`src/rtl/rsh_pkg.sv`:
```
// Package with the constants, types and mixing functions of the region signature hash.
`timescale 1ns / 1ps

package rsh_pkg;

  localparam int unsigned HASH_W    = 64;
  localparam int unsigned NUM_WORDS = 5;
  localparam int unsigned FOLD_SH   = 32;
  localparam int unsigned PRIME_SH  = 40;

  // Index of each descriptor word in mixing order.
  localparam int unsigned W_CLASS  = 0;
  localparam int unsigned W_FLAGS  = 1;
  localparam int unsigned W_LENLOG = 2;
  localparam int unsigned W_ROLE   = 3;
  localparam int unsigned W_LABEL  = 4;

  localparam logic [HASH_W-1:0] FNV_BASIS = 64'hcbf29ce484222325;
  // The 64-bit prime is 2^40 + 0x1b3; only the low part needs a multiplier.
  localparam logic [8:0]        PRIME_LO  = 9'h1b3;

  typedef logic [HASH_W-1:0] rsh_word_t;
  typedef logic [NUM_WORDS-1:0][HASH_W-1:0] rsh_words_t;

  // Payload that moves from one cell to the next.
  typedef struct packed {
    rsh_word_t  hash;
    rsh_words_t words;
  } rsh_stage_t;

  // Position of the highest set bit; the input is never zero here.
  function automatic logic [5:0] rsh_log2(input logic [63:0] v);
    logic [5:0] r;
    r = '0;
    for (int i = 1; i < 64; i++) begin
      if (v[i]) begin
        r = 6'(i);
      end
    end
    return r;
  endfunction

  // One round: xor the word in, multiply by the prime, fold the high half down.
  function automatic rsh_word_t rsh_mix(input rsh_word_t h, input rsh_word_t w);
    rsh_word_t  x;
    logic [72:0] lo;
    rsh_word_t  p;
    x  = h ^ w;
    lo = x * PRIME_LO;
    p  = (x << PRIME_SH) + lo[HASH_W-1:0];
    return p ^ (p >> FOLD_SH);
  endfunction

endpackage

```
`src/rtl/rsh_cell.sv`:
```
// One mixing cell of the signature chain: a single round and its stage register.
`timescale 1ns / 1ps

module rsh_cell (
  input  logic               clk,
  input  logic               rst_n,
  input  logic               up_valid,
  output logic               up_ready,
  input  rsh_pkg::rsh_stage_t up_data,
  input  rsh_pkg::rsh_word_t  up_word,
  output logic               dn_valid,
  input  logic               dn_ready,
  output rsh_pkg::rsh_stage_t dn_data
);
  import rsh_pkg::*;

  logic       valid_r;
  logic       valid_nxt;
  rsh_stage_t data_r;
  rsh_stage_t data_nxt;
  logic       load;

  // The stage takes a new word whenever it is empty or its word moves on.
  assign up_ready = !valid_r || dn_ready;
  assign load     = up_valid && up_ready;

  always_comb begin
    valid_nxt = valid_r;
    data_nxt  = data_r;
    if (up_ready) begin
      valid_nxt = up_valid;
    end
    if (load) begin
      data_nxt.hash  = rsh_mix(up_data.hash, up_word);
      data_nxt.words = up_data.words;
    end
  end

  always_ff @(posedge clk) begin
    if (!rst_n) begin
      valid_r <= 1'b0;
    end else begin
      valid_r <= valid_nxt;
    end
    data_r <= data_nxt;
  end

  assign dn_valid = valid_r;
  assign dn_data  = data_r;

`ifndef ASSERT_OFF
  a_round: assert property (@(posedge clk) disable iff (!rst_n)
    up_valid && up_ready |=> dn_valid &&
      dn_data.hash == rsh_mix($past(up_data.hash), $past(up_word)))
    else $error("cell hash does not match the round of the accepted word");

  a_hold: assert property (@(posedge clk) disable iff (!rst_n)
    dn_valid && !dn_ready |=> dn_valid && $stable(dn_data))
    else $error("stalled cell changed its word");

  a_source: assert property (@(posedge clk) disable iff (!rst_n)
    $rose(dn_valid) |-> $past(up_valid))
    else $error("cell became valid without an upstream word");
`endif

endmodule

```
`src/rtl/region_signature_hash_top.sv`:
```
// Region signature hash: a chain of five mixing cells between two valid/ready channels.
//
// Usage: present the five descriptor fields on in_* with in_valid; a word is
// taken at a clock edge where in_valid and in_ready are both high. One 64-bit
// signature, never zero, comes out on out_signature with out_valid for each
// word taken, in the same order.
// The first cell loads the word at the accepting edge and each later cell adds
// one register, so the word passes all five cell registers before out_valid
// rises. Throughput is one word per cycle while out_ready stays high: each cell
// holds one word and passes its hash to the next cell every cycle unless the
// receiver stalls, so the five rounds overlap.
// The floor log2 of the length is formed at the input and travels with the
// other fields.
// When the receiver stalls, each cell holds its word and in_ready falls once
// the chain is full; up to five words wait inside. Reset (rst_n low at a
// clock edge) empties the chain; no word is lost or repeated when the
// receiver drops out_ready.
`timescale 1ns / 1ps

module region_signature_hash_top (
  input  logic        clk,
  input  logic        rst_n,
  input  logic        in_valid,
  output logic        in_ready,
  input  logic [31:0] in_region_class,
  input  logic [63:0] in_flag_bits,
  input  logic [63:0] in_length_in_pages,
  input  logic [31:0] in_owner_role,
  input  logic [63:0] in_label_hash,
  output logic        out_valid,
  input  logic        out_ready,
  output logic [63:0] out_signature
);
  import rsh_pkg::*;

  logic       vld   [NUM_WORDS+1];
  logic       rdy   [NUM_WORDS+1];
  rsh_stage_t stage [NUM_WORDS+1];
  rsh_word_t  tail_hash;

  always_comb begin
    stage[0].hash            = FNV_BASIS;
    stage[0].words[W_CLASS]  = {32'd0, in_region_class};
    stage[0].words[W_FLAGS]  = in_flag_bits;
    stage[0].words[W_LENLOG] = {58'd0, rsh_log2(in_length_in_pages | 64'd1)};
    stage[0].words[W_ROLE]   = {32'd0, in_owner_role};
    stage[0].words[W_LABEL]  = in_label_hash;
  end

  assign vld[0]   = in_valid;
  assign in_ready = rdy[0];

  for (genvar g = 0; g < NUM_WORDS; g++) begin : g_cell
    rsh_cell u_cell (
      .clk      (clk),
      .rst_n    (rst_n),
      .up_valid (vld[g]),
      .up_ready (rdy[g]),
      .up_data  (stage[g]),
      .up_word  (stage[g].words[g]),
      .dn_valid (vld[g+1]),
      .dn_ready (rdy[g+1]),
      .dn_data  (stage[g+1])
    );
  end

  assign tail_hash         = stage[NUM_WORDS].hash;
  assign out_valid         = vld[NUM_WORDS];
  assign rdy[NUM_WORDS]    = out_ready;
  // A hash of zero is reported as one.
  assign out_signature     = (tail_hash == '0) ? rsh_word_t'(1) : tail_hash;

`ifndef ASSERT_OFF
  a_nonzero: assert property (@(posedge clk) disable iff (!rst_n)
    out_valid |-> out_signature != '0)
    else $error("signature of zero reached the output");

  a_full_stall: assert property (@(posedge clk) disable iff (!rst_n)
    !in_ready |-> out_valid && !out_ready)
    else $error("input refused while the output is not stalled");

  a_out_hold: assert property (@(posedge clk) disable iff (!rst_n)
    out_valid && !out_ready |=> out_valid && $stable(out_signature))
    else $error("stalled signature changed");
`endif

endmodule
```
`config.mk`:
```
export PLATFORM = sky130hd
export DESIGN_NAME = region_signature_hash_top
export DESIGN_NICKNAME = d
export VERILOG_FILES = /design/src/rtl/rsh_pkg.sv /design/src/rtl/rsh_cell.sv /design/src/rtl/region_signature_hash_top.sv
export SDC_FILE = /design/constraint.sdc
export NUM_CORES = 2
export LEC_CHECK = 0
export BUFFER_PORTS_ARGS = -buffer_cell sky130_fd_sc_hd__clkbuf_2
export CAP_MARGIN = 20
export CORE_MARGIN = 1
export CORE_UTILIZATION = 60
export CTS_BUF_LIST = sky130_fd_sc_hd__clkbuf_8 sky130_fd_sc_hd__clkbuf_16
export CTS_CLUSTER_DIAMETER = 200
export DETAILED_ROUTE_END_ITERATION = 8
export PLACE_DENSITY = 0.78
export SETUP_SLACK_MARGIN = 0.4
export SYNTH_ARGS = -nofsm -noshare
export SYNTH_HDL_FRONTEND = slang
export SYNTH_SLANG_ARGS = --single-unit
export TNS_END_PERCENT = 30
```
`constraint.sdc`:
```
create_clock -name clk -period 25.7 [get_ports clk]
set_input_delay 1.285 -clock clk [delete_from_list [all_inputs] [get_ports clk]]
set_output_delay 1.285 -clock clk [all_outputs]
set_load 0.02 [all_outputs]
```
==> qor.csv <==
stage;metric;value;unit
layout;layout cells sized above 1;7.55;%
synthesis;simple-gate share of the synthesized area;4.03;%
layout;leading cell types in the layout, fill and taps excluded;1848 x inv_1, 1110 x fa_1, 818 x ha_1;
run_status;run status;completed;
setup_path;Critical-path top delay cell;o21ai_0;
setup_path;crit path DAT;7.99;ns
placed_design;Placed Cells;8690;
clock_network;H-tree depth;3;
placed_design;I/O Buffers;324;
synthesis;post-synthesis cell area;77300;µm²
setup_path;critical path's largest stage delay;0.65;ns
setup_path;Worst Path Class, Setup;input port to flip-flop;
synthesis;Cell variety after synth;101;
global_routing;grt peak-use layer;met2;
timing;Max Slew Vio Count;0;
routing;antenna viol nets, final;0;
clock_network;Post-CTS Setup Repair Bufs;0;
synthesis;Synth Area in XOR/XNOR;7.38;%
clock_network;Clock Path Buffers;3;
floorplanning;# rows;131;
setup_path;Worst setup SP type;input port;
routing;DRC;0;
setup_path;CP Max Fanout;6;
worst_hold_path;hold crit path type;flip-flop to flip-flop;
global_routing;vias in the first global route;51400;
timing;slew at the pin closest to its max-slew limit;1.12;ns
setup_path;critical path's top delay family;adder cells;
timing;endpoints failing hold;0;
layout;commonest non-fill, non-tap cell in the layout;inv_1;
timing;final setup violating endpoints;0;
routing;vias per cell;5.52;
synthesis;cell count after synthesis;6787;
setup_path;CP Buf/Inv Count;5;
synthesis;syn_nets;8975;
synthesis;sequential cell area fraction in the yosys report;29.2;%
clock_network;clk sink count;753;
placed_design;dpl hpwl;167;mm
synthesis;Ys Warns;0;
timing;Tmin final;7.57;ns
clock_network;Skew-Pair Late Insertion Delay;0.74;ns
synthesis;Synth Area per Inst;11.4;µm²
layout;Final Cell Area;83600;µm²
global_routing;Total GRT Usage;30.6;%
synthesis;largest family of logic cells by synthesized area;adder cells;
timing;setup TNS;0;ns
layout;Final Non-Filler Cells;8849;
clock_network;Post-CTS Resized;0;
timing;unrepaired setup endpoints after global routing;no;
global_routing;first-pass GRT wire length;298;mm
clock_network;CTS tree;built;
synthesis;ys async rst share;0;%
floorplanning;Starting Density;60.5;%
placed_design;GP Congestion;0.969;
synthesis;Post-Synth Adder-Cell Area;42.0;%
timing;upper clock frequency limit;0.132;GHz
floorplanning;core area;128000;µm²
clock_network;Clk Tree Root Cell;clkbuf_16;
clock_network;CTS Buf Count;83;
timing;max_slew headroom;24.5;%
routing;vias;48800;
setup_path;Worst path most repeated cell;inv_1;
routing;DRT iter0 DRCs;3714;
global_routing;pin count of the biggest net entering global routing;154;
synthesis;Post-synth EDFFs;748;
routing;post-DR wirelength/cell;21.8;µm
timing;Final period util;29.4;%
timing;Setup Skew;0.0593;ns
layout;area added between synthesis and finish;8.20;%
floorplanning;die area;130000;µm²
global_routing;global routing usage on met1;40.8;%
global_routing;initial antenna violation count;11;
setup_path;critical path cell sequence;clkbuf_2 -> inv_1 -> ha_1 -> inv_1 -> fa_1 -> inv_1 -> fa_1 -> fa_1 -> inv_1 -> ha_1 -> ha_1 -> nand4_1 -> a2111oi_0 -> o211ai_1 -> nand3_1 -> a221oi_1 -> o21ai_0 -> a32oi_1 -> o21a_1 -> xnor2_1 -> xor3_1;
clock_network;Clock transition at path regs;0.07;ns
layout;nets@finish;9302;
setup_path;Worst Path Required;26.12;ns
routing;final wirelength;193;mm
global_routing;GRT overflow;0;
global_routing;GR Util met2;49.8;%
placed_design;total placed instance area;80800;µm²
synthesis;Yosys reg bits;753;
synthesis;Most used DFF post-synth;edfxtp_1;
floorplanning;height of the die;361;µm
floorplanning;IO Pins;326;
global_routing;GR Util met3;5.82;%
synthesis;mux contribution to synthesized area;0.0129;%
run;maxcap violations;0;
clock_network;hold buffers post-CTS;0;
routing;drt pass-1 iters;6;
floorplanning;die width;361;µm
synthesis;Synth Area in Compound Gates;7.94;%
setup_path;CP Capture Type;flip-flop;
-- state kept, by name (all words and copies together), names as in the netlist --
signal / flops
g_cell.u_cell.dn_data: 748
g_cell.u_cell.dn_valid: 5
-- Yosys cell counts, types with 5 or more instances --
library cell     n  area, µm²
nand3_1         61        305
xnor3_1          9        203
or2_2           10       62.6
o21ai_0        136        681
nor4_1          35        219
a41oi_1          6       52.6
nor2_1         177        664
o21a_1          66        495
xor2_1         309       2710
o21ai_1         13       65.1
o21bai_1        36        270
nor2b_1         39        244
xnor2_1        310       2720
o22ai_1          8       50.1
o31a_1           6       52.6
a211oi_1        25        188
a31oi_1         30        188
nand2_1        150        563
a311oi_1         7       61.3
a31o_2           5       43.8
o2111ai_1       11       96.3
a21o_1         156       1170
o211ai_1        18        135
nor3_1          38        190
a21oi_1        243       1220
fa_1          1110      22200
a21boi_0        17        128
nand4_1         27        169
clkbuf_1        93        349
dfxtp_1          5        100
ha_1           818      10200
a211o_1          9       78.8
and3_1          24        150
edfxtp_1       748      22500
or3_1           15       93.8
and4_1           5       43.8
a221oi_1         6       52.6
a22oi_1          5       37.5
and2_1          11       68.8
inv_1         1833       6880
nand2b_1        38        238
o31ai_1         15        113
-- final timing paths --
path,startpoint,end,slack (ns),cells past startpoint
worst min-delay path,g_cell[1].u_cell.dn_data[295]$_DFFE_PP_,g_cell[2].u_cell.dn_data[295]$_DFFE_PP_,0.38,0
worst min register to register,g_cell[1].u_cell.dn_data[295]$_DFFE_PP_,g_cell[2].u_cell.dn_data[295]$_DFFE_PP_,0.38,0
worst max register to register,g_cell[3].u_cell.dn_data[264]$_DFFE_PP_,g_cell[4].u_cell.dn_data[340]$_DFFE_PP_,18.36,22
worst max-delay path,in_region_class[12],g_cell[0].u_cell.dn_data[349]$_DFFE_PP_,18.13,21
-- layer usage --
layer | vias up | wire length, µm
met5 | - | 33
met4 | 4 | 7940
met3 | 304 | 13400
met2 | 1516 | 91500
met1 | 24700 | 80500
li1 | 22400 | -
-- per-stage QoR --
stage	utilization [%]	hold slack, ns	setup slack [ns]
after global placement	63.3	0.400	17.51
after global routing	65.5	0.381	17.86
after CTS	65.5	0.385	18.19
after detailed placement	63.3	0.405	17.50
after floorplan	-	0.400	11.11
final	65.5	0.383	18.13
-- worst register-to-register path, delay by kind of cell (launching register included) --
kind	cells	cell delay (ns)
xor+xnor	3	1.10
buf+inv	4	0.28
flops	1	0.41
simple gates	1	0.08
compound gates	8	2.63
fa+ha+maj	6	2.60
-- layout make-up --
type / count / area [µm²]
Multi-Input combinational cell: 4101 / 47500
Fill cell: 9763 / 44000
Sequential cell: 753 / 22600
Inverter: 1833 / 6880
Tap cell: 1662 / 2080
Clock buffer: 83 / 2080
Timing Repair Buffer: 342 / 1800
Clock inverter: 68 / 727
Antenna cell: 7 / 17.5
-- cell families (layout without fill, tap and decap cells) --
group,Yosys count,in the layout
compound gates,897,897
xor+xnor,632,632
fa+ha+maj,1928,1928
buf+inv,1933,2326
flops,753,753
mux,1,1
other cells,0,7
simple gates,643,643
Power is not shown: default switching activity piles up to over one toggle a cycle in this logic, so the estimate is an artifact.
